## config.mk

```make
export PLATFORM = sky130hd
export DESIGN_NAME = priority_bitmap_ready_scheduler
export DESIGN_NICKNAME = d
export VERILOG_FILES = /design/src/rtl/pbrs_pkg.sv /design/src/rtl/pbrs_ram.sv /design/src/rtl/priority_bitmap_ready_scheduler.sv
export SDC_FILE = /design/constraint.sdc
export NUM_CORES = 1
export LEC_CHECK = 0
export BUFFER_PORTS_ARGS = -buffer_cell sky130_fd_sc_hd__buf_4
export CAP_MARGIN = 20
export CORE_MARGIN = 5
export CORE_UTILIZATION = 41
export CTS_CLUSTER_DIAMETER = 200
export CTS_CLUSTER_SIZE = 8
export DETAILED_ROUTE_END_ITERATION = 7
export GPL_ROUTABILITY_DRIVEN = 0
export PLACE_DENSITY = 0.59
export SYNTH_ARGS = -nofsm -noshare
export SYNTH_HDL_FRONTEND = slang
export SYNTH_SLANG_ARGS = --single-unit
export TNS_END_PERCENT = 5
```

## constraint.sdc

```tcl
create_clock -name i_clk -period 12.4 [get_ports i_clk]
set_clock_uncertainty 0.2 [all_clocks]
set_input_delay 0.62 -clock i_clk [delete_from_list [all_inputs] [get_ports i_clk]]
set_output_delay 0.62 -clock i_clk [all_outputs]
set_load 0.02 [all_outputs]
```

## src/rtl/pbrs_pkg.sv

```systemverilog
// shared types and codes for the ready-queue scheduler
package pbrs_pkg;

    typedef enum logic [1:0] {
        CMD_INSERT   = 2'd0,
        CMD_REMOVE   = 2'd1,
        CMD_SCHEDULE = 2'd2,
        CMD_NOP      = 2'd3
    } t_cmd;

    typedef enum logic [1:0] {
        ST_OK        = 2'd0,
        ST_EMPTY     = 2'd1,
        ST_DUPLICATE = 2'd2,
        ST_NOT_READY = 2'd3
    } t_status;

    typedef enum logic [1:0] {
        PH_IDLE  = 2'd0,
        PH_READ  = 2'd1,
        PH_WRITE = 2'd2
    } t_phase;

    localparam int unsigned ID_W  = 5;
    localparam int unsigned LVL_W = 5;
    localparam int unsigned MAP_W = 32;

endpackage

```

## src/rtl/pbrs_ram.sv

```systemverilog
// generic single-write, single-read ram with registered read
module pbrs_ram #(
    parameter int unsigned WIDTH = 8,
    parameter int unsigned DEPTH = 32
) (
    input  logic                     i_clk,
    input  logic                     i_we,
    input  logic [$clog2(DEPTH)-1:0] i_waddr,
    input  logic [WIDTH-1:0]         i_wdata,
    input  logic [$clog2(DEPTH)-1:0] i_raddr,
    output logic [WIDTH-1:0]         o_rdata
);
    logic [WIDTH-1:0] r_mem [DEPTH];
    logic [WIDTH-1:0] r_rdata;

    // write port and registered read port
    always_ff @(posedge i_clk) begin
        if (i_we) begin
            r_mem[i_waddr] <= i_wdata;
        end
        r_rdata <= r_mem[i_raddr];
    end

    assign o_rdata = r_rdata;
endmodule

```

## src/rtl/priority_bitmap_ready_scheduler.sv

```systemverilog
// ready-queue scheduler: per-level fifo lists of thread ids with a level bitmap
// the result strobe is registered from the write phase, which follows the read phase
// one request at a time: start is not taken while busy, until the write phase is done
// remove repeats the read phase, fetching the level ram entry of its stored level
// reset clears the bitmap, ready bits and running thread at once; no clearing pass
// the receiver cannot stall; each result strobe is shown for exactly one cycle
module priority_bitmap_ready_scheduler #(
    parameter int unsigned NUM_LEVELS  = 32,
    parameter int unsigned NUM_THREADS = 32
) (
    input  logic                       i_clk,
    input  logic                       i_rst_n,
    input  logic                       start,
    output logic                       busy,
    input  logic [1:0]                 i_command,
    input  logic [pbrs_pkg::ID_W-1:0]  i_thread_id,
    input  logic [pbrs_pkg::LVL_W-1:0] i_priority_req,
    output logic                       o_strobe,
    output logic [1:0]                 o_status,
    output logic                       o_switch_needed,
    output logic [pbrs_pkg::ID_W-1:0]  o_next_thread,
    output logic [pbrs_pkg::ID_W-1:0]  o_prev_thread,
    output logic                       o_prev_valid,
    output logic [pbrs_pkg::LVL_W-1:0] o_next_priority,
    output logic [pbrs_pkg::MAP_W-1:0] o_ready_levels
);
    import pbrs_pkg::*;

    localparam int unsigned TW  = (NUM_THREADS > 1) ? $clog2(NUM_THREADS) : 1;
    localparam int unsigned LW  = (NUM_LEVELS > 1) ? $clog2(NUM_LEVELS) : 1;
    localparam int unsigned LKW = TW + 1;  // link holds nil flag on top

    // head/tail per level packed; stored level per thread
    localparam int unsigned LVW = 2 * TW;
    localparam int unsigned THW = LW;

    t_phase r_phase, n_phase;
    t_cmd   r_cmd;
    logic [ID_W-1:0]  r_tid;
    logic [LW-1:0]    r_lv;
    logic             r_tid_ok;
    logic [NUM_LEVELS-1:0]  r_bitmap, n_bitmap;
    logic [NUM_THREADS-1:0] r_ready, n_ready;
    logic [ID_W-1:0]  r_run_thread, n_run_thread;
    logic             r_run_valid, n_run_valid;
    logic [LW-1:0]    r_run_level, n_run_level;

    logic             r_strobe;
    logic [1:0]       r_status, n_status;
    logic             r_sw, n_sw;
    logic [ID_W-1:0]  r_next, n_next, r_prev, n_prev;
    logic             r_pvalid, n_pvalid;
    logic [LVL_W-1:0] r_npri, n_npri;

    // level memory holds head and tail, thread memory holds the stored level
    logic          lv_we;
    logic [LW-1:0] lv_waddr, lv_raddr;
    logic [LVW-1:0] lv_wdata, lv_rdata;
    logic          th_we;
    logic [TW-1:0] th_waddr, th_raddr;
    logic [THW-1:0] th_wdata, th_rdata;

    pbrs_ram #(.WIDTH(LVW), .DEPTH(NUM_LEVELS)) u_level_ram (
        .i_clk(i_clk), .i_we(lv_we), .i_waddr(lv_waddr), .i_wdata(lv_wdata),
        .i_raddr(lv_raddr), .o_rdata(lv_rdata)
    );

    pbrs_ram #(.WIDTH(THW), .DEPTH(NUM_THREADS)) u_thread_ram (
        .i_clk(i_clk), .i_we(th_we), .i_waddr(th_waddr), .i_wdata(th_wdata),
        .i_raddr(th_raddr), .o_rdata(th_rdata)
    );

    // link memories need up to three writes per insert; kept in registers per field
    logic [LKW-1:0] r_next_lk [NUM_THREADS];
    logic [LKW-1:0] r_prev_lk [NUM_THREADS];

    // lowest set level of the bitmap
    logic [LW-1:0] low_lv;
    always_comb begin
        low_lv = '0;
        for (int i = NUM_LEVELS - 1; i >= 0; i--) begin
            if (r_bitmap[i]) begin
                low_lv = LW'(i);
            end
        end
    end

    logic [LW-1:0] sat_pri;
    logic [TW-1:0] tid_t;
    logic          in_ok;
    assign tid_t  = TW'(i_thread_id);
    assign in_ok  = ({27'd0, i_thread_id} < NUM_THREADS);
    assign sat_pri = ({27'd0, i_priority_req} >= NUM_LEVELS) ? LW'(NUM_LEVELS - 1)
                                                              : LW'(i_priority_req);

    logic [TW-1:0] r_tid_t;
    assign r_tid_t = TW'(r_tid);

    // fields read back in the write phase
    logic [TW-1:0]  rd_head, rd_tail;
    logic [LW-1:0]  rd_lvl;
    logic [LKW-1:0] pv, nx;
    logic           pv_nil, nx_nil;
    assign rd_head = lv_rdata[LVW-1:TW];
    assign rd_tail = lv_rdata[TW-1:0];
    assign rd_lvl  = th_rdata;
    assign pv      = r_prev_lk[r_tid_t];
    assign nx      = r_next_lk[r_tid_t];
    assign pv_nil  = pv[LKW-1];
    assign nx_nil  = nx[LKW-1];

    logic issue;
    assign issue = start && !busy;
    assign busy  = (r_phase != PH_IDLE);

    // read addresses: request level for insert, lowest level for schedule, stored level for remove
    logic          r_lv_pending;
    assign lv_raddr = (r_phase == PH_READ && r_cmd == CMD_REMOVE) ? rd_lvl
                    : (issue ? ((t_cmd'(i_command) == CMD_SCHEDULE) ? low_lv : sat_pri)
                             : r_lv);
    assign th_raddr = issue ? tid_t : r_tid_t;

    // phase sequencing and write-back
    always_comb begin
        n_phase = r_phase;
        n_bitmap = r_bitmap; n_ready = r_ready;
        n_run_thread = r_run_thread; n_run_valid = r_run_valid; n_run_level = r_run_level;
        n_status = ST_OK; n_sw = 1'b0; n_next = '0; n_prev = '0; n_pvalid = 1'b0;
        n_npri = '0;
        lv_we = 1'b0; lv_waddr = r_lv; lv_wdata = lv_rdata;
        th_we = 1'b0; th_waddr = r_tid_t; th_wdata = th_rdata;
        unique case (r_phase)
            PH_IDLE: begin
                if (issue) begin
                    n_phase = PH_READ;
                end
            end
            PH_READ: begin
                n_phase = PH_WRITE;
            end
            PH_WRITE: begin
                n_phase = PH_IDLE;
                unique case (r_cmd)
                    CMD_INSERT: begin
                        if (!r_tid_ok) begin
                            n_status = ST_NOT_READY;
                        end else if (r_ready[r_tid_t]) begin
                            n_status = ST_DUPLICATE;
                        end else begin
                            lv_we = 1'b1;
                            lv_wdata = r_bitmap[r_lv] ? {rd_head, r_tid_t} : {r_tid_t, r_tid_t};
                            th_we = 1'b1;
                            th_wdata = r_lv;
                            n_bitmap[r_lv] = 1'b1;
                            n_ready[r_tid_t] = 1'b1;
                        end
                    end
                    CMD_REMOVE: begin
                        if (!r_tid_ok || !r_ready[r_tid_t]) begin
                            n_status = ST_NOT_READY;
                        end else begin
                            lv_we = 1'b1;
                            lv_waddr = r_lv;
                            lv_wdata = {pv_nil ? (nx_nil ? {TW{1'b0}} : nx[TW-1:0]) : rd_head,
                                        nx_nil ? (pv_nil ? {TW{1'b0}} : pv[TW-1:0]) : rd_tail};
                            if (pv_nil && nx_nil) begin
                                n_bitmap[r_lv] = 1'b0;
                            end
                            n_ready[r_tid_t] = 1'b0;
                        end
                    end
                    CMD_SCHEDULE: begin
                        n_prev = r_run_thread;
                        n_pvalid = r_run_valid;
                        if (r_bitmap == '0) begin
                            n_status = ST_EMPTY;
                        end else begin
                            n_next = ID_W'(rd_head);
                            n_npri = LVL_W'(r_lv);
                            if (!r_run_valid || ID_W'(rd_head) != r_run_thread) begin
                                n_sw = 1'b1;
                                n_run_thread = ID_W'(rd_head);
                                n_run_valid = 1'b1;
                                n_run_level = r_lv;
                            end
                        end
                    end
                    default: begin
                    end
                endcase
            end
            default: n_phase = PH_IDLE;
        endcase
    end

    // request capture; remove takes its level from the thread memory read
    always_ff @(posedge i_clk) begin
        if (issue) begin
            r_cmd    <= t_cmd'(i_command);
            r_tid    <= i_thread_id;
            r_tid_ok <= in_ok;
            r_lv     <= (t_cmd'(i_command) == CMD_SCHEDULE) ? low_lv : sat_pri;
        end else if (r_phase == PH_READ && r_cmd == CMD_REMOVE) begin
            r_lv <= rd_lvl;
        end
    end

    // the remove reads the level ram after the thread ram read, so hold an extra flag
    always_ff @(posedge i_clk) begin
        if (!i_rst_n) begin
            r_lv_pending <= 1'b0;
        end else begin
            r_lv_pending <= (r_phase == PH_READ && r_cmd == CMD_REMOVE);
        end
    end

    // link registers updated in the write phase
    always_ff @(posedge i_clk) begin
        if (r_phase == PH_WRITE && r_tid_ok) begin
            if (r_cmd == CMD_INSERT && !r_ready[r_tid_t]) begin
                r_next_lk[r_tid_t] <= {1'b1, {TW{1'b0}}};
                r_prev_lk[r_tid_t] <= r_bitmap[r_lv] ? {1'b0, rd_tail} : {1'b1, {TW{1'b0}}};
                if (r_bitmap[r_lv]) begin
                    r_next_lk[rd_tail] <= {1'b0, r_tid_t};
                end
            end else if (r_cmd == CMD_REMOVE && r_ready[r_tid_t]) begin
                if (!pv_nil) begin
                    r_next_lk[pv[TW-1:0]] <= nx;
                end
                if (!nx_nil) begin
                    r_prev_lk[nx[TW-1:0]] <= pv;
                end
            end
        end
    end

    // control state and result register
    always_ff @(posedge i_clk) begin
        if (!i_rst_n) begin
            r_phase <= PH_IDLE;
            r_bitmap <= '0;
            r_ready <= '0;
            r_run_thread <= '0;
            r_run_valid <= 1'b0;
            r_run_level <= LW'(NUM_LEVELS - 1);
            r_strobe <= 1'b0;
        end else begin
            r_phase <= (r_phase == PH_READ && r_cmd == CMD_REMOVE && !r_lv_pending)
                     ? PH_READ : n_phase;
            r_bitmap <= n_bitmap;
            r_ready <= n_ready;
            r_run_thread <= n_run_thread;
            r_run_valid <= n_run_valid;
            r_run_level <= n_run_level;
            r_strobe <= (r_phase == PH_WRITE);
        end
    end

    always_ff @(posedge i_clk) begin
        if (r_phase == PH_WRITE) begin
            r_status <= n_status; r_sw <= n_sw; r_next <= n_next;
            r_prev <= n_prev; r_pvalid <= n_pvalid; r_npri <= n_npri;
        end
    end

    logic [MAP_W-1:0] map_out;
    always_comb begin
        map_out = '0;
        map_out[NUM_LEVELS-1:0] = r_bitmap;
    end

    assign o_strobe        = r_strobe;
    assign o_status        = r_status;
    assign o_switch_needed = r_sw;
    assign o_next_thread   = r_next;
    assign o_prev_thread   = r_prev;
    assign o_prev_valid    = r_pvalid;
    assign o_next_priority = r_npri;
    assign o_ready_levels  = map_out;
endmodule

```

Word-level counts from Yosys, hierarchy flattened
Memories as Yosys holds them, arrays and structs flattened. A register that Yosys moved wholly into a read port is not among the register bits.
Cells that the tools add are included.
W data, S select, Z words.
{"block": "totals", "latchBits": 0, "memories": 4, "mem_bits_ro": 0, "ram_bits": 864, "output_inout_bits": 53, "regBits": 105}
{"memory": "u_level_ram.r_mem", "words": 32, "width": 10, "rd": 1, "rd_ports_with_merged_regs": 1, "wr": 1, "line_no": "pbrs_ram.sv:13", "source": "logic [WIDTH-1:0] r_mem [DEPTH];"}
{"memory": "r_next_lk", "words": 32, "width": 6, "rd": 1, "rd_ports_with_merged_regs": 1, "wr": 2, "line_no": "priority_bitmap_ready_scheduler.sv:74", "source": "logic [LKW-1:0] r_next_lk [NUM_THREADS];"}
{"memory": "r_prev_lk", "words": 32, "width": 6, "rd": 1, "rd_ports_with_merged_regs": 1, "wr": 1, "line_no": "priority_bitmap_ready_scheduler.sv:75", "source": "logic [LKW-1:0] r_prev_lk [NUM_THREADS];"}
{"memory": "u_thread_ram.r_mem", "words": 32, "width": 5, "rd": 1, "rd_ports_with_merged_regs": 1, "wr": 1, "line_no": "pbrs_ram.sv:13"}
{"block": "classes", "shifts": 0, "magnitude_cmp": 4, "reduce_logical": 26, "div": 0, "n_mux": 107, "n_eq_ne": 11, "bitwise": 9, "mul": 0, "addsub": 0}
{"cell": "$mux W5", "n": 47}
{"cell": "$mux W32", "n": 5}
{"cell": "$pmux W32 S2", "n": 2}
{"cell": "$and A32 B32 Y32", "n": 2}
{"cell": "$not A32 Y32", "n": 2}
{"cell": "$or A32 B32 Y32", "n": 2}
{"cell": "$mux W10", "n": 4}
{"cell": "$mux W1", "n": 35}
{"cell": "$logic_not A32 Y1", "n": 1}
{"cell": "$pmux W10 S2", "n": 1}
{"cell": "$mux W6", "n": 3}
{"cell": "$lt A5 B6 Y1 const B", "n": 2}
{"cell": "$reduce_or A6 Y1", "n": 2}
{"cell": "$bmux W1 S5", "n": 2}
{"cell": "$demux W1 S5", "n": 2}
{"cell": "$ge A5 B1 Y1 const B", "n": 2}
{"cell": "$logic_and A1 B1 Y1", "n": 8}
{"cell": "$ne A2 B2 Y1 const B", "n": 4}
{"cell": "$reduce_and A4 Y1", "n": 2}
{"cell": "$eq A2 B2 Y1 const B", "n": 3}
{"cell": "$mux W2", "n": 3}
{"cell": "$pmux W2 S3", "n": 1}
{"cell": "$reduce_bool A2 Y1", "n": 3}
{"cell": "$ne A5 B5 Y1", "n": 1}
{"cell": "10 further kinds", "n": 18}

Logic depth before layout (Yosys ltp)
{"block": "logic_depth", "word_depth": 35, "ltp_mapped": 15, "depth_no_buf": 10}

Cells and area by module
A second synthesis with hierarchy kept.
{"block": "hier_totals", "hier_cells": 2852, "area_unflattened_um2": 43082.6}
{"module": "priority_bitmap_ready_scheduler", "cells_each": 1842, "n_inst": 1, "area_each_um2": 23744.0}
{"module": "pbrs_ram at u_level_ram", "cells_each": 733, "n_inst": 1, "area_each_um2": 12993.7}
{"module": "pbrs_ram at u_thread_ram", "cells_each": 277, "n_inst": 1, "area_each_um2": 6344.8}

Least setup slack after synthesis
No wires, ideal clock.
{"block": "synth_path", "kind": "register to register", "start": "reg r_tid[0]", "end": "mem r_prev_lk[0][5] in the netlist's numbering, data pin", "stages_incl_launch_ff": 11, "t_arrival_ns": 3.806, "slack_ns": 7.929, "setup_ns": 0.465, "path_cell_list": "dfxtp_1 -> buf_6 -> buf_4 -> buf_4 -> mux4_2 -> a22oi_1 -> and4_1 -> nand4_1 -> clkbuf_1 -> clkbuf_1 -> a21boi_0"}
{"block": "synth_via", "elab_chain_len": 9}
{"item": "start: declaration", "line_no": "priority_bitmap_ready_scheduler.sv:39", "source": "logic [ID_W-1:0] r_tid;"}
{"item": "start signal: assignment", "line_no": "priority_bitmap_ready_scheduler.sv:200", "source": "r_tid <= i_thread_id;"}
{"item": "$bmux W1 S5 (*)", "line_no": "priority_bitmap_ready_scheduler.sv:220, priority_bitmap_ready_scheduler.sv:226"}
{"item": "$mux W1 (not written as such) (*)", "line_no": "priority_bitmap_ready_scheduler.sv:220, priority_bitmap_ready_scheduler.sv:226"}
{"item": "$logic_and A1 B1 Y1 / $logic_not A1 Y1 (equally long branches)", "line_no": "priority_bitmap_ready_scheduler.sv:226, priority_bitmap_ready_scheduler.sv:220"}
{"item": "$mux W1 / $logic_and A1 B1 Y1 (equally long branches)", "line_no": "priority_bitmap_ready_scheduler.sv:226, priority_bitmap_ready_scheduler.sv:220"}
{"item": "$mux W1 (*)", "line_no": "priority_bitmap_ready_scheduler.sv:220", "source": "if (r_cmd == CMD_INSERT && !r_ready[r_tid_t]) begin"}
{"item": "$mux W1 (*)", "line_no": "priority_bitmap_ready_scheduler.sv:219", "source": "if (r_phase == PH_WRITE && r_tid_ok) begin"}
{"item": "$mux W1 (not written as such) (*)", "line_no": "priority_bitmap_ready_scheduler.sv:231", "source": "r_prev_lk[nx[TW-1:0]] <= pv;"}
{"item": "$reduce_or A6 Y1 (no source line) (*)"}
{"item": "$mux W6 (no source line) (*)"}
{"item": "end: declaration", "line_no": "priority_bitmap_ready_scheduler.sv:75"}
Mark *: on every way between the ends. The rest lies on a longest branch, timed or not. The select of a mux whose other input is x is not followed.

==> results <==
- Buffers inserted to repair hold after CTS numbered 2.
- The net count reported at finish is 3,169.
- The core footprint is 103,900 µm².
- The maximum fanout count along the critical path is 55.
- The combinational cell fraction of total power is 14.8%.
- For this design the ratio of total power to cell area is 182.1 nW/µm².
- TritonCTS built the clock tree.
- Static timing analysis puts the maximum clock frequency at 163.3 MHz.
- The share of flip-flops with an asynchronous set or reset after synthesis is 0%.
- Yosys mapped a number of flops with a built-in enable equal to 858.
- The number of setup buffers added after CTS is 0.
- The final HPWL from detailed placement is 77.74 mm.
- Sequential cells were found to cover 65.73% of the synthesized design area.
- The detailed-route wire length is 120.8 mm.
- The maximum level of the CTS H-tree is 4.
- The fraction of met1 tracks used by global routing is 29.62%.
- Entering global routing, the biggest net connects 82 pins.
- The internal power of the cells totals 6421 µW.
- After detailed routing, the average wire length per cell comes to 26.04 µm.
- When the netlist entered floorplanning its net count stood at 3,127.
- The detailed router finished its first iteration with 3,027 violations.
- The post-place instance area is 44,870 µm².
- The via count of the first global-routing pass is 27,870.
- For the pin with the worst max-slew slack, the measured transition is 1103 ps.
- For the worst setup path, the data required time is 12,610 ps.
- The worst endpoint data arrival time is 6340 ps.
- Buffers inserted during clock tree synthesis total 141.
- The global-route layer with the greatest usage is met2.
- The floorplan step defined a die boundary enclosing 111,500 µm².
- The worst register-to-register path has a depth of 11.
- The path class of the tightest hold or removal check is in -> reg.
- The clock root buffer master is clkbuf_16.
- The count of endpoints failing setup in the final report is 0.
- Setup repair after global routing left no endpoint under its margin.
- For the finished layout, the period the worst path requires is 6125 ps.
- The worst setup path is captured at a flip-flop.
- The I/O pin total is 68.
- The via count of the routed design is 28,150.
- The flop-to-flop setup slack is 6280 ps.
- The proportion of power drawn by flip-flops and latches is 45.4%.
- The number of distinct library cells after synthesis is 80.
- In this run the remaining antenna-violating nets after routing total 0.
- The post-route fraction of the period consumed by the critical path is 49.39%.
- For this run the aggregate overflow at the end of global routing stands at 0.
- By startpoint and endpoint, the worst setup path is classified as reg -> reg.
- During synthesis, Yosys emitted a total of 0 warnings.
- The tool flagged a number of max-cap violations equal to 0.
- The peak supply drop is 0.0001090 V.
- The global routing met2 resource utilization is 32.81%.
- In this run, the clock network consumes 39.7% of the power.
- The destination of the critical timing path is r_next_lk[0][2].
- After detailed routing, the number of vias per cell comes to 6.070.
- The net switching power figure is 2507 µW.
- The number of instances resized during post-cts repair is 0.
- Synthesis produced 3,112 cells.
- In this run the critical register-to-register path is captured at r_next_lk[0][2].
- Sorting the synthesized cells by area gives the leading types as edfxtp_1 (60%), mux4_2 (6.4%), dfxtp_1 (5.9%), mux2i_1 (4.2%), nand2_1 (3.7%).
- The final number of hold-violating endpoints came to 0.
- The max-slew violation count is 0.
- From bottom edge to top edge, the die measures 334.0 µm.
- From synthesis to final layout, the design area changed by 13.95%.
- The startpoint of the worst setup timing path is r_tid[1].
- The prevailing post-synth register cell is edfxtp_1.
- Clock latency on the worst-skew pair, taken at its later pin, is 730 ps.
- After synthesis the netlist holds a flip-flop and latch count of 984.
- The global-route usage over all layers is 21.24%.
- The net switching fraction of the power is 28.08%.
- The clock drives 984 sinks.
- The largest total area in the synthesized netlist belongs to edfxtp_1.
- The detailed-route DRC error count is 0.
- The clock passes through at most 3 buffers.
- The run finished with clean final reports.
- The fill cell total of the finished layout is 9,009.
- The analysis attributes to cell leakage a power of 0.01665 µW.
- The number of antenna violations at the first check in global routing is 0.
- Cells with a size suffix above 1 make up 14.86% of the layout.
- Setup total negative slack on the finished layout was measured at 0 ps.
- The average instance in the mapped netlist occupies 13.83 µm².
- Row generation in the floorplan step produced 118 rows.
- The area share of the leading cell type in the synthesized netlist is 59.87%.
- Once the floorplan was initialized, standard cells occupied 41.41% of the core.
- Global routing used 4.847% of the available met3 tracks.
- Before antenna repair, the detailed router went through 7 iterations.
- The post-route cell area is 49,040 µm².
- Buffers placed on the I/O ports in this run total 67.
- In this run the critical register-to-register path is launched from r_tid[1].
- The worst pin sits at a relative slew slack of 26.45%.
- The kind of launch point of the worst setup path is a flip-flop.
- In this run the cell area of the synthesized design comes to 43,040 µm².
- The first global-routing pass estimated 180.2 mm of wire.
- The floorplan step set the die width to 334.0 µm.
- Clock-pin slew was measured on the worst setup and hold paths at 50 ps.
-- power by group through the flow --
| stage | clock network, µW | logic (µW) | registers [µW] |
|---|---|---|---|
| finish | 3550 | 1320 | 4060 |
| detailed placement | 0 | 1320 | 4110 |
| global placement | 0 | 1290 | 4110 |
| CTS | 3600 | 1320 | 4050 |
| floorplan | 0 | 813 | 4010 |
| global route | 3760 | 1410 | 4060 |
-- cells in the mapped netlist (6+ instances only) --
library cell,count
a21oi_1,68
a21oi_4,6
a22o_1,151
a22oi_1,78
a311oi_1,20
a31oi_1,6
a32oi_1,13
and2_1,17
and3_1,38
and4_1,7
buf_1,18
buf_2,38
buf_4,10
clkbuf_1,149
dfxtp_1,126
edfxtp_1,858
inv_1,22
mux2i_1,181
mux4_2,122
nand2_1,423
nand2b_1,17
nand3_1,64
nand3b_1,7
nand4_1,22
nor2_1,235
nor2_2,12
nor2_4,13
nor2b_1,21
nor3_1,28
nor3b_1,7
nor4_1,37
o211a_1,27
o211ai_1,22
o21a_1,10
o21ai_0,35
o21ai_1,7
o221ai_1,9
o22ai_1,50
o2bb2ai_1,9
o311ai_0,7
o31ai_1,15
o32ai_1,10
or2_2,10
or3_1,8
or4_1,6
-- kinds of logic after synthesis --
| family | Yosys count | synth area share, % |
|---|---|---|
| multiplexers | 305 | 10.66 |
| XOR/XNOR | 6 | 0.1221 |
| AO/OA/AOI/OAI | 572 | 10.17 |
| flip-flops | 984 | 65.73 |
| AND/OR/NAND/NOR | 999 | 10.86 |
| buffers and inverters | 246 | 2.468 |
-- area by class of cell --
cell class	instances	area, µm²	share of cell area, %
flip-flops and latches	984	28300	57.70
multi-input cells	1882	13860	28.25
clock buffers	235	3924	8.001
well taps	1380	1727	3.521
repair buffers	120	943.4	1.924
clock inverters	11	196.4	0.4006
inverters	25	93.84	0.1914
diodes	1	2.502	0.005103
-- stage by stage --
step                      instances  hold WS (ps)  power, µW  worst slack, ps  utilization (%)
after global routing           4637         156.9       9230             6030            47.18
after global placement         4386         268.3       5404             6541            43.14
after floorplan                3112         253.9       4823             7929                -
final                          4638         159.9       8928             6275            47.18
after CTS                      4635         112.2       8971             6370            47.15
after detailed placement       4387         277.8       5431             6398            43.17
-- worst min path at each step --
stage,start,to,slack (ps),cells after the start
floorplan,r_run_valid,r_run_valid,250,1
global placement,r_run_valid,r_run_valid,270,1
detailed placement,r_next_lk[30][5],r_next_lk[30][5],280,2
CTS,i_thread_id[4],r_tid[4],110,3
global route,i_priority_req[4],r_lv[4],160,3
finish,i_thread_id[4],r_tid[4],160,3
-- cells in the final DEF (no fill, tap or decap), drive strengths merged, types with 13 or more instances in the layout --
| cell | instances |
|---|---|
| o22ai | 52 |
| a32oi | 13 |
| nor2b | 21 |
| a22oi | 78 |
| o21ai | 42 |
| mux2i | 181 |
| nand2b | 19 |
| o31ai | 15 |
| a22o | 151 |
| o211ai | 22 |
| a21oi | 74 |
| or2 | 15 |
| nand3 | 64 |
| buf | 118 |
| nor4 | 37 |
| mux4 | 122 |
| nor2 | 260 |
| edfxtp | 858 |
| clkbuf | 235 |
| nand2 | 424 |
| and3 | 38 |
| a311oi | 20 |
| nor3 | 32 |
| o211a | 27 |
| dfxtp | 126 |
| inv | 27 |
| and2 | 17 |
| nand4 | 23 |
-- layer usage --
layer  up-vias  wire length, µm
li1      12190                -
met1     14080            50160
met2      1581            54760
met3       301            11370
met4         0             4500
met5         -                0
-- worst max-delay path, cell delays in order, from the launching register on --
cell and delay [ps]:
dfxtp_4 750, buf_4 630, buf_4 710, mux4_2 330
a22oi_1 100, and4_1 340, or4_1 480, buf_4 290
o22ai_2 260, nand2_1 630, nor2b_1 630, or2_1 280
-- registers in the layout (all words and copies together) (netlist names), named ones only --
signal / flops
o_next_priority: 5
r_next_lk: 192
o_prev_thread: 5
u_thread_ram.o_rdata: 5
r_lv_pending: 1
u_level_ram.r_mem: 320
r_tid: 5
u_thread_ram.r_mem: 160
o_prev_valid: 1
r_phase: 2
r_lv: 5
o_strobe: 1
o_status: 2
r_cmd: 2
r_run_thread: 5
r_run_valid: 1
u_level_ram.o_rdata: 10
o_next_thread: 5
r_prev_lk: 192
o_switch_needed: 1
(Power assumes the default switching activity.)
